--- config.mk ---
export PLATFORM = sky130hd
export DESIGN_NAME = cbm_core
export DESIGN_NICKNAME = d
export VERILOG_FILES = /design/src/hdl/cbm_pkg.sv /design/src/hdl/cbm_core.sv
export SDC_FILE = /design/constraint.sdc
export NUM_CORES = 1
export LEC_CHECK = 0
export BUFFER_PORTS_ARGS = -buffer_cell sky130_fd_sc_hd__buf_2
export CAP_MARGIN = 20
export CORE_ASPECT_RATIO = 2
export CORE_MARGIN = 1
export CORE_UTILIZATION = 55
export CTS_BUF_LIST = sky130_fd_sc_hd__clkbuf_8 sky130_fd_sc_hd__clkbuf_16
export DETAILED_ROUTE_END_ITERATION = 12
export PLACE_DENSITY = 0.76
export SYNTH_ARGS = -nofsm -noshare
export SYNTH_HDL_FRONTEND = slang
export SYNTH_SLANG_ARGS = --single-unit
--- constraint.sdc ---
create_clock -name clock -period 5.2 [get_ports clock]
set_input_delay 0.52 -clock clock [delete_from_list [all_inputs] [get_ports clock]]
set_output_delay 0.52 -clock clock [all_outputs]
set_load 0.02 [all_outputs]
--- src/hdl/cbm_pkg.sv ---
// Shared types, constants and helpers for the cartridge bank mapper.
// Used by cbm_core and cartridge_bank_mapper_scanline_irq_top; depends on nothing.
package cbm_pkg;

   // Work RAM size in bytes (1024 to 8192) and the matching address width.
   localparam int unsigned WORK_RAM_BYTES = 8192;
   localparam int unsigned WRAM_AW        = $clog2(WORK_RAM_BYTES);

   // Multiples of the RAM size used by the offset reduction.
   localparam logic [15:0] WRAM_STEP_1 = 16'(WORK_RAM_BYTES);
   localparam logic [15:0] WRAM_STEP_2 = 16'(2 * WORK_RAM_BYTES);
   localparam logic [15:0] WRAM_STEP_4 = 16'(4 * WORK_RAM_BYTES);

   // Request kinds carried on the mode field.
   localparam logic [2:0] MODE_CPU_READ  = 3'd0;
   localparam logic [2:0] MODE_CPU_WRITE = 3'd1;
   localparam logic [2:0] MODE_PPU_READ  = 3'd2;
   localparam logic [2:0] MODE_PPU_WRITE = 3'd3;
   localparam logic [2:0] MODE_SCANLINE  = 3'd4;
   localparam logic [2:0] MODE_IRQ_ACK   = 3'd5;

   // Register groups selected by CPU address bits 14:13.
   localparam logic [1:0] REG_BANK   = 2'd0;
   localparam logic [1:0] REG_MIRROR = 2'd1;
   localparam logic [1:0] REG_RELOAD = 2'd2;
   localparam logic [1:0] REG_IRQ_EN = 2'd3;

   // Reset value of the program ROM size register.
   localparam logic [5:0] PRG_BANKS_RESET = 6'd32;

   // Access to the work RAM issued when a request is accepted.
   typedef struct packed {
      logic               en;
      logic               we;
      logic [WRAM_AW-1:0] addr;
      logic [7:0]         wdata;
   } ram_cmd_type;

   // Result fields except the RAM read data, which the work RAM registers on its own.
   typedef struct packed {
      logic        handled;
      logic        ram_hit;
      logic        ram_read;
      logic [18:0] mapped;
      logic        irq;
      logic        mirror;
   } result_type;

   // Reduce a 13-bit window offset modulo the RAM size. The quotient is
   // below eight, so three restoring compare-and-subtract steps suffice.
   function automatic logic [WRAM_AW-1:0] wram_offset(input logic [12:0] a);
      logic [15:0] r;
      r = {3'b000, a};
      if (r >= WRAM_STEP_4) r = r - WRAM_STEP_4;
      if (r >= WRAM_STEP_2) r = r - WRAM_STEP_2;
      if (r >= WRAM_STEP_1) r = r - WRAM_STEP_1;
      return r[WRAM_AW-1:0];
   endfunction

endpackage

--- src/hdl/cbm_core.sv ---
// Mapper register file, address translation and scanline interrupt counter.
// Depends on cbm_pkg; issues work RAM commands to the top level.
module cbm_core import cbm_pkg::*; (
   input  logic        clock,
   input  logic        reset,
   input  logic        accept,
   input  logic [2:0]  mode,
   input  logic [15:0] address,
   input  logic [7:0]  write_data,
   input  logic [5:0]  prg_banks,
   output ram_cmd_type ram_cmd,
   output result_type  result
);

   logic [7:0] bank_regs_ff [8];
   logic [7:0] bank_regs_in [8];
   logic [7:0] slot_ff [8];
   logic [7:0] slot_in [8];
   logic [2:0] target_ff, target_in;
   logic       prg_mode_ff, prg_mode_in;
   logic       chr_inv_ff, chr_inv_in;
   logic       applied_ff, applied_in;
   logic [5:0] switch_a_ff, switch_a_in;
   logic [5:0] switch_b_ff, switch_b_in;
   logic       mirror_ff, mirror_in;
   logic [7:0] reload_ff, reload_in;
   logic [7:0] count_ff, count_in;
   logic       irq_en_ff, irq_en_in;
   logic       irq_act_ff, irq_act_in;

   logic       is_cpu, in_ram, in_rom, in_pattern;
   logic [5:0] last_bank, second_bank, prg_bank;
   logic [7:0] pair0, pair2;

   // Address window decode.
   assign is_cpu     = (mode == MODE_CPU_READ) || (mode == MODE_CPU_WRITE);
   assign in_ram     = (address[15:13] == 3'b011);
   assign in_rom     = address[15];
   assign in_pattern = (address[15:13] == 3'b000);

   // Fixed banks are the last two 8K banks, wrapping at 64.
   assign last_bank   = {prg_banks[4:0], 1'b0} - 6'd1;
   assign second_bank = {prg_banks[4:0], 1'b0} - 6'd2;

   // Program slot selection.
   always_comb begin
      case (address[14:13])
         2'd0:    prg_bank = applied_ff ? second_bank : switch_a_ff;
         2'd1:    prg_bank = switch_b_ff;
         2'd2:    prg_bank = applied_ff ? switch_a_ff : second_bank;
         default: prg_bank = last_bank;
      endcase
   end

   // Next state of the register file and the interrupt counter.
   always_comb begin
      bank_regs_in = bank_regs_ff;
      slot_in      = slot_ff;
      target_in    = target_ff;
      prg_mode_in  = prg_mode_ff;
      chr_inv_in   = chr_inv_ff;
      applied_in   = applied_ff;
      switch_a_in  = switch_a_ff;
      switch_b_in  = switch_b_ff;
      mirror_in    = mirror_ff;
      reload_in    = reload_ff;
      count_in     = count_ff;
      irq_en_in    = irq_en_ff;
      irq_act_in   = irq_act_ff;
      pair0        = 8'd0;
      pair2        = 8'd0;
      if (accept) begin
         case (mode)
            MODE_CPU_WRITE: begin
               if (in_rom) begin
                  case (address[14:13])
                     REG_BANK: begin
                        if (!address[0]) begin
                           target_in   = write_data[2:0];
                           prg_mode_in = write_data[6];
                           chr_inv_in  = write_data[7];
                        end else begin
                           // A bank data write also latches the whole mapping.
                           bank_regs_in[target_ff] = write_data;
                           pair0 = {bank_regs_in[0][7:1], 1'b0};
                           pair2 = {bank_regs_in[1][7:1], 1'b0};
                           for (int i = 0; i < 4; i++) begin
                              slot_in[{~chr_inv_ff, 2'(i)}] = bank_regs_in[3'(2 + i)];
                           end
                           slot_in[{chr_inv_ff, 2'd0}] = pair0;
                           slot_in[{chr_inv_ff, 2'd1}] = {pair0[7:1], 1'b1};
                           slot_in[{chr_inv_ff, 2'd2}] = pair2;
                           slot_in[{chr_inv_ff, 2'd3}] = {pair2[7:1], 1'b1};
                           applied_in  = prg_mode_ff;
                           switch_a_in = bank_regs_in[6][5:0];
                           switch_b_in = bank_regs_in[7][5:0];
                        end
                     end
                     REG_MIRROR: begin
                        if (!address[0]) mirror_in = write_data[0];
                     end
                     REG_RELOAD: begin
                        if (!address[0]) reload_in = write_data;
                        else             count_in  = 8'd0;
                     end
                     default: begin
                        if (!address[0]) begin
                           irq_en_in  = 1'b0;
                           irq_act_in = 1'b0;
                        end else begin
                           irq_en_in = 1'b1;
                        end
                     end
                  endcase
               end
            end
            MODE_SCANLINE: begin
               count_in = (count_ff == 8'd0) ? reload_ff : count_ff - 8'd1;
               if ((count_in == 8'd0) && irq_en_ff) irq_act_in = 1'b1;
            end
            MODE_IRQ_ACK: begin
               irq_act_in = 1'b0;
            end
            default: begin
            end
         endcase
      end
   end

   // State registers.
   always_ff @(posedge clock) begin
      if (reset) begin
         for (int i = 0; i < 8; i++) begin
            bank_regs_ff[3'(i)] <= 8'd0;
            slot_ff[3'(i)]      <= 8'd0;
         end
         target_ff   <= 3'd0;
         prg_mode_ff <= 1'b0;
         chr_inv_ff  <= 1'b0;
         applied_ff  <= 1'b0;
         switch_a_ff <= 6'd0;
         switch_b_ff <= 6'd1;
         mirror_ff   <= 1'b1;
         reload_ff   <= 8'd0;
         count_ff    <= 8'd0;
         irq_en_ff   <= 1'b0;
         irq_act_ff  <= 1'b0;
      end else begin
         bank_regs_ff <= bank_regs_in;
         slot_ff      <= slot_in;
         target_ff    <= target_in;
         prg_mode_ff  <= prg_mode_in;
         chr_inv_ff   <= chr_inv_in;
         applied_ff   <= applied_in;
         switch_a_ff  <= switch_a_in;
         switch_b_ff  <= switch_b_in;
         mirror_ff    <= mirror_in;
         reload_ff    <= reload_in;
         count_ff     <= count_in;
         irq_en_ff    <= irq_en_in;
         irq_act_ff   <= irq_act_in;
      end
   end

   // Work RAM command for CPU accesses inside the RAM window.
   always_comb begin
      ram_cmd.en    = accept && is_cpu && in_ram;
      ram_cmd.we    = (mode == MODE_CPU_WRITE);
      ram_cmd.addr  = wram_offset(address[12:0]);
      ram_cmd.wdata = write_data;
   end

   // Result fields; the interrupt and mirroring flags report the state after the request.
   always_comb begin
      result.handled  = 1'b0;
      result.ram_hit  = 1'b0;
      result.ram_read = 1'b0;
      result.mapped   = 19'd0;
      result.irq      = irq_act_in;
      result.mirror   = mirror_in;
      if (is_cpu && in_ram) begin
         result.handled  = 1'b1;
         result.ram_hit  = 1'b1;
         result.ram_read = (mode == MODE_CPU_READ);
      end else if ((mode == MODE_CPU_READ) && in_rom) begin
         result.handled = 1'b1;
         result.mapped  = {prg_bank, address[12:0]};
      end else if ((mode == MODE_PPU_READ) && in_pattern) begin
         result.handled = 1'b1;
         result.mapped  = {1'b0, slot_ff[address[12:10]], address[9:0]};
      end
   end

endmodule

==> results of run 1 <==
kinds of logic (layout without fill, tap and decap cells):
logic type / count (synthesis) / in the layout / share of synthesized area [%]
DFF: 143 / 143 / 46.0
AOI/OAI and AO/OA: 132 / 132 / 12.2
other: 1 / 1 / 0.0522
muxes: 96 / 96 / 16.5
and+or+nand+nor: 259 / 259 / 18.1
adders and majority gates: 3 / 3 / 0.522
xor gates and xnor gates: 7 / 7 / 0.853
buffers and inverters: 84 / 129 / 5.87
worst register-to-register path, cell delays in order, from the launching register on:
cell,delay (ps)
dfxtp_1,500
nor3b_1,730
buf_4,320
mux2i_1,310
mux2i_1,130
worst min-delay path by stage:
stage / end / slack (ps) / cells after the start
after global routing: slot_ff[59] / 470 / 2
after floorplan: slot_ff[49] / 430 / 2
after detailed placement: slot_ff[50] / 440 / 2
after CTS: slot_ff[50] / 450 / 2
after global placement: slot_ff[59] / 440 / 2
final: slot_ff[63] / 450 / 2
flip-flops by register name, summed over array words and instances, names as in the netlist, 3 cells and up:
signal and flops:
reload_ff 8, switch_a_ff 6, slot_ff 64, count_ff 8, target_ff 3, bank_regs_ff 42, switch_b_ff 6
per-layer routing:
metal,GRT usage [%],vias to the layer above,share of wire [%]
met2,48.7,197,54
met5,0,-,0
met1,27.1,2584,36
met3,5.05,57,4.3
li1,-,2640,-
met4,16.2,0,5.1
layout make-up:
cell class	instances	area [um^2]	share of cell area (%)
inverters	7	26.3	0.325
clock buffers	18	439	5.43
multi-input cells	498	3480	43.1
repair buffers	90	473	5.85
well taps	150	188	2.32
clock inverters	14	168	2.07
flip-flops and latches	143	3300	40.9
where the power goes:
group	switching (mW)	leakage, nW	internal [mW]
registers	0.00121	1.25	1.15
clock network	0.474	0.297	0.767
logic	0.0926	1.40	0.0439
placed cells by master (no fill, tap or decap), types with 3 or more instances in the layout:
cell type,netlist,layout
mux2_2,15,15
buf_2,10,81
nand2b_1,4,4
nor3_1,17,17
nand3b_1,6,6
nand2_1,56,56
ha_1,3,3
nor2_1,95,93
clkbuf_16,0,17
o211ai_1,6,6
clkinv_2,0,3
xor2_1,3,3
dfxtp_1,99,98
nor3b_1,11,11
inv_1,7,8
a21oi_1,47,47
o21ai_0,14,14
or2_2,3,3
or3_1,9,9
clkinv_4,0,4
mux4_2,16,16
xnor2_1,4,4
bufinv_16,0,3
nor2b_1,33,33
buf_4,23,9
edfxtp_1,44,44
mux2i_1,64,64
a211o_1,15,15
nand3_1,5,5
a211oi_1,30,30
metrics by stage:
| stage | worst slack [ps] | instance area [um^2] | hold WS [ps] |
|---|---|---|---|
| final | 2080 | 8080 | 449 |
| after global placement | 2290 | 7470 | 437 |
| after global routing | 1950 | 8080 | 472 |
| after CTS | 2050 | 8080 | 452 |
| after floorplan | 1430 | 7190 | 429 |
| after detailed placement | 2280 | 7470 | 444 |
==> flow_summary.ini, run 1 <==
[global_routing]
overflow = 0
track_usage_pct = 26.4
grt_pass1_vias = 5536
grt_max_degree = 70
antenna_found_initial = 0
grt_pass1_wl_um = 27700

[cts]
cts_max_level = 4
clockBufferDepth = 2
post_cts_buffers = 0
root_buffer = clkbuf_16
clkTransAtPathRegs_ps = 60
clkSinkCount = 143
cts_tree = built
cts_buffers = 17
cts_hold_buf = 0
post_cts_resized = 0
clock_latency_ps = 410

[critical_path]
crit_required_ps = 4680
start_kind = flip-flop
worstPathCellList = inv_1 > ha_1 > or4b_4 > mux2_4 > a22oi_2 > nand4_1 > o21ai_0 > buf_2
cp_num_cells = 8
critPathTopFamily = simple AND/OR/NAND/NOR gates
path_class = flip-flop to primary output
reg2reg_slack_ps = 2920
worst-path-buf-inv = 2
cp_slowest_cell = or4b_4
cpPeakStageDelay_ps = 500
cp_max_fo = 6
crit_arrival_ps = 2600
cp-endpoint = result[1]
startpoint = count_ff[0]
r2r-start = target_ff[1]
worst-r2r-cell-count = 4
cp-end-kind = primary output
r2r_end = slot_ff[29]

[detailed_routing]
drtPass1Iterations = 5
drt-initial-drc-count = 280
route.detailed.drc = 0
final_antenna_net_count = 0
wirelength_um = 17400
wl_per_cell_um = 18.9
vias = 5478
via_per_inst = 5.95

[finish]
antenna_cells = 0
nFillCells = 1021
final_util_pct = 64.0
final_cells = 920
num-nets-final = 796
drive_above_1_share_pct = 21.9
syn_to_final_growth_pct = 12.4

[sta]
setup_viol = 0
min_period_ps = 3120
relSlewSlack_pct = 34.6
worstMarginPinSlew_ps = 981
hold_violations = 0
rsz0062_at_grt = false
skew_ps = 6.01
fin_setup_tns_ps = 0
post-route-period-util_pct = 60.0
max_freq_mhz = 320
drv_slew = 0

[floorplan]
initial_core_util_pct = 56.9
core_area_mm2 = 0.0126
die_w_um = 82.8
ios = 83
dieArea_mm2 = 0.0136
die_h_um = 164
num_rows = 58

[synthesis]
synth-seq-area-share_pct = 46.0
ys_dominant_reg_cell = dfxtp_1
synth_area_mm2 = 0.00719
synth.top_cells.by_area = dfxtp_1 28%, edfxtp_1 18%, mux2i_1 8.9%
synth_top_area_share_pct = 27.6
ys_types = 63
avgSynthCellArea_um2 = 9.91
synth_top_cells_by_count = 99 x dfxtp_1, 95 x nor2_1, 64 x mux2i_1, 56 x nand2_1, 47 x a21oi_1
synthCells = 725
yosys_warnings = 0
synth.net_count = 764
synthMostInstantiatedCell = dfxtp_1
yosysTopAreaCell = dfxtp_1
async_reset_ff_share_pct = 0
synth_edf_count = 44
synth_seq_cells = 143

[hold_path]
min-delay-start = slot_ff[63]
hold_class = flip-flop to flip-flop

[flow_run]
maxCapViolations = 0

[pwr]
leakage_nw = 2.95
vdd_drop_max_v = 0.000244
p_per_area_mw_per_mm2 = 312
power_mw = 2.52

[placed_design]
io_buffers = 81
gp_congestion = 0.850
dp_hpwl_um = 11800
dp.cells = 888

[run_status]
status = finished clean
No activity file was read; power rests on OpenSTA's default activity.
==> run 2: changes to the inputs <==
==> constraint.sdc (replaced) <==
create_clock -name clock -period 3.3 [get_ports clock]
set_input_delay 0.33 -clock clock [delete_from_list [all_inputs] [get_ports clock]]
set_output_delay 0.33 -clock clock [all_outputs]
set_load 0.02 [all_outputs]
==> run 2 against run 1 <==
Global-route usage up 0.52 points. Critical path depth unchanged. Hold slack worse by 150 ps. Non-clock buffer count up 5. Core utilization up 0.44 points. Wire length up 2.8%. Critical endpoint unchanged. Highest routed layer unchanged.
==> flow_summary.ini, run 2 (same netlist as run 1, synthesis figures left out) <==
[critical_path]
reg2reg_slack_ps = 1150
crit_arrival_ps = 2660
critPathTopFamily = simple AND/OR/NAND/NOR gates
crit_required_ps = 2970
r2r-start = count_ff[0]
path_class = flip-flop to primary output
start_kind = flip-flop
r2r_end = irq_act_ff
worst-r2r-cell-count = 7
cpPeakStageDelay_ps = 510
startpoint = count_ff[0]
cp-end-kind = primary output
cp_num_cells = 8
cp_slowest_cell = or4b_4
worst-path-buf-inv = 2
cp-endpoint = result[1]
cp_max_fo = 6
worstPathCellList = inv_1 > ha_1 > or4b_4 > mux2_4 > a22oi_2 > nand4_1 > o21ai_0 > buf_2

[finish]
num-nets-final = 801
drive_above_1_share_pct = 22.6
largest_reg_flops = 64
syn_to_final_growth_pct = 13.2
mostFrequentLayoutCell = dfxtp_1
final_cell_mix = 98 x dfxtp_1, 93 x nor2_1, 81 x buf_2
top_register = slot_ff
nFillCells = 1014
antenna_cells = 0
largestRegisters = slot_ff x64, bank_regs_ff x42

[detailed_routing]
final_antenna_net_count = 0
wl_per_cell_um = 19.3
via_per_inst = 6.10
drt-initial-drc-count = 328
wirelength_um = 17900
drtPass1Iterations = 5
vias = 5647
route.detailed.drc = 0

[sta]
hold_violations = 0
worstMarginPinSlew_ps = 841
fin_setup_tns_ps = 0
rsz0062_at_grt = false
drv_slew = 0
fin_hold_ws_ps = 301
setup_viol = 0
post-route-period-util_pct = 90.7
max_freq_mhz = 334
relSlewSlack_pct = 43.4
min_period_ps = 2990
skew_ps = 8.23

[run_status]
status = finished clean

[global_routing]
track_usage_pct = 26.9
gr-max-usage-layer = met2
grt_pass1_wl_um = 28100
gr-usage-met2_pct = 49.5
grt_max_degree = 72
grtUsageMet3_pct = 5.00
grt_pass1_vias = 5719
antenna_found_initial = 0
overflow = 0
use_met1_pct = 26.4

[floorplan]
ios = 83
core_area_mm2 = 0.0126
die_h_um = 164
num_rows = 58
initial_core_util_pct = 56.9
dieArea_mm2 = 0.0136
die_w_um = 82.8

[pwr]
leakage_nw = 2.98
p_per_area_mw_per_mm2 = 480
vdd_drop_max_v = 0.000373

[cts]
root_buffer = clkbuf_16
clkTransAtPathRegs_ps = 60
clkSinkCount = 143
cts_buffers = 17
post_cts_resized = 0
cts_tree = built
clock_latency_ps = 420
post_cts_buffers = 0
cts_max_level = 4
cts_hold_buf = 0
clockBufferDepth = 2

[hold_path]
hold_class = primary input to flip-flop
whs_path_depth = 3
min-delay-start = write_data[6]

[placed_design]
gp_congestion = 0.864
io_buffers = 81
dp_hpwl_um = 12000

[flow_run]
maxCapViolations = 0
run 2: cell types whose count changed in the layout (fill, tap and decap cells not counted):
cell,change
inv_8,+4
buf_12,+3
buf_4,+2
bufinv_16,-2
clkinv_2,-2
inv_6,+2
clkinv_4,-1
inv_1,-1
run 2: how the worst min path moves through the flow:
stage,endpoint,slack [ps]
2_1_floorplan,slot_ff[49],430
4_1_cts,prg_mode_ff,300
5_1_grt,reload_ff[6],320
3_3_place_gp,slot_ff[58],440
3_5_place_dp,slot_ff[46],450
6_report,prg_mode_ff,300
run 2: cell type report:
cell class                      instances  area [um^2]  area share [%]
Clock inverter                         14          148            1.81
Timing Repair Buffer                   95          548            6.74
Clock buffer                           18          439            5.40
Inverter                                7         26.3           0.323
Multi-Input combinational cell        498         3480            42.8
Tap cell                              150          188            2.31
Sequential cell                       143         3300            40.6
run 2: stage by stage:
step                power [mW]  std cells  instance area, um^2  setup WS [ps]  utilization (%)
global route              4.01        925                 8140            166             64.4
finish                    3.90        925                 8140            306             64.4
CTS                       3.92        924                 8120            317             64.3
detailed placement        2.06        892                 7530            769             59.6
global placement          2.06        892                 7530            864             59.6
floorplan                 1.99        725                 7190            449                -
run 2: layer usage:
metal,wire [um],part of all wire (%)
met5,0,0
met4,1180,6.6
met3,790,4.4
met2,9670,54
met1,6230,35
run 2: worst min-delay path, stage by stage:
cell     delay (ps)
buf_2           170
mux2i_1         100
nor2_1           80
run 2: report_power, final:
part	leakage, nW	switching, mW	internal, mW
sequential	1.25	0.00211	1.80
combinational	1.44	0.147	0.0710
clock	0.285	0.794	1.09
==> run 3: changes to the inputs <==
--- a/config.mk
+++ b/config.mk
@@ -13,6 +13,8 @@
 export CTS_BUF_LIST = sky130_fd_sc_hd__clkbuf_8 sky130_fd_sc_hd__clkbuf_16
 export DETAILED_ROUTE_END_ITERATION = 12
 export PLACE_DENSITY = 0.76
+export RECOVER_POWER = 100
 export SYNTH_ARGS = -nofsm -noshare
 export SYNTH_HDL_FRONTEND = slang
 export SYNTH_SLANG_ARGS = --single-unit
+export TNS_END_PERCENT = 30
==> run 3 against run 2 <==
The flow now finishes with violations (max-capacitance violations, max-slew violations). Sequential power is essentially flat. Hold slack gained 6.1 ps. Cell area shrank 1.7%. Clock skew grew 2.8 ps. Core utilization shrank 1.1 points. Clock power is essentially flat. Sequential share of layout area grew 0.70 points. Largest cell class unchanged.
==> flow_summary.ini, run 3 (same netlist as run 1, synthesis figures left out) <==
[run_status]
status = finished, violations left
failed_checks = max-capacitance violations, max-slew violations

[cts]
post_cts_resized = 0
clockBufferDepth = 2
clkSinkCount = 143
clock_latency_ps = 420
cts_buffers = 17
post_cts_buffers = 0
cts_tree = built
root_buffer = clkbuf_16
cts_max_level = 4
clkTransAtPathRegs_ps = 60
cts_hold_buf = 0

[sta]
worstMarginPinSlew_ps = 1630
min_period_ps = 3040
max_freq_mhz = 329
rsz0062_at_grt = false
setup_viol = 0
fin_setup_tns_ps = 0
fin_hold_ws_ps = 307
post-route-period-util_pct = 92.2
relSlewSlack_pct = -8.45
hold_violations = 0
drv_slew = 53
skew_ps = 11.1

[critical_path]
worst-r2r-cell-count = 4
path_class = flip-flop to primary output
cp_max_fo = 6
worstPathCellList = inv_1 > ha_1 > or4b_1 > mux2_4 > a22oi_2 > nand4_1 > o21ai_0 > clkbuf_2
crit_arrival_ps = 2710
cp_num_cells = 8
worst-path-buf-inv = 2
cpPeakStageDelay_ps = 540
crit_required_ps = 2970
cp_slowest_cell = or4b_1
critPathTopFamily = simple AND/OR/NAND/NOR gates
cp-end-kind = primary output
start_kind = flip-flop

[finish]
antenna_cells = 0
final_util_pct = 63.3
num-nets-final = 801
final_cell_mix = 99 x dfxtp_1, 94 x nor2_1, 64 x mux2i_1
drive_above_1_share_pct = 13.8
largest_reg_flops = 64
largestRegisters = slot_ff x64, bank_regs_ff x42
mostFrequentLayoutCell = dfxtp_1
syn_to_final_growth_pct = 11.3
top_register = slot_ff

[detailed_routing]
final_antenna_net_count = 0
route.detailed.drc = 0
drtPass1Iterations = 7
routed.top_layer = met4
met3_length_um = 801
wl_met2_um = 9570
wl_per_cell_um = 19.3
wirelength_um = 17800
drt-initial-drc-count = 360
via_per_inst = 6.09
met1Wirelength_um = 6240
vias = 5637

[pwr]
p_per_area_mw_per_mm2 = 486
leakage_nw = 2.77
power_mw = 3.89
vdd_drop_max_v = 0.000367

[placed_design]
gp_congestion = 0.864
dp_hpwl_um = 12000
io_buffers = 81

[floorplan]
dieArea_mm2 = 0.0136
die_h_um = 164
num_rows = 58
initial_core_util_pct = 56.9
core_area_mm2 = 0.0126
ios = 83
die_w_um = 82.8

[hold_path]
whs_path_depth = 3
hold_class = primary input to flip-flop

[global_routing]
track_usage_pct = 26.9
grt_pass1_wl_um = 28100
antenna_found_initial = 0
grt_max_degree = 72
grt_pass1_vias = 5719
overflow = 0

[flow_run]
maxCapViolations = 2
==> run 3: metal layers <==
| metal | GRT usage, % | vias up |
|---|---|---|
| met2 | 49.5 | 202 |
| met4 | 20.3 | 0 |
| met5 | 0 | - |
| li1 | - | 2657 |
| met3 | 5.00 | 76 |
| met1 | 26.4 | 2702 |
==> run 3: power by group <==
group / internal, mW / total, mW / switching (mW)
Clock: 1.09 / 1.87 / 0.787
Sequential: 1.80 / 1.81 / 0.00210
Combinational: 0.0653 / 0.211 / 0.146
==> run 3: area by class of cell <==
class	count	area, um^2
clock inverters	14	148
well taps	150	188
inverters	7	26.3
repair buffers	95	433
multi-input cells	498	3460
clock buffers	18	439
fillers	1066	4630
flip-flops and latches	143	3300
==> run 3: worst paths after layout <==
path,to,from,slack (ps)
max,result[1],count_ff[0],260
min,prg_mode_ff,write_data[6],310
max reg2reg,slot_ff[58],chr_inv_ff,520
min reg2reg,slot_ff[58],slot_ff[58],460
==> run 3: worst register-to-register path: stages, from the launching register on <==
cell	delay, ps
dfxtp_1	780
clkbuf_1	1240
nor2b_1	240
a211o_1	330
a21oi_1	140
==> run 3: through the flow <==
step / cell area (um^2) / setup slack (ps) / cells
3_3_place_gp: 7530 / 864 / 892
2_1_floorplan: 7190 / 449 / 725
6_report: 8000 / 257 / 925
4_1_cts: 8120 / 317 / 924
3_5_place_dp: 7530 / 769 / 892
5_1_grt: 8000 / 86.2 / 925
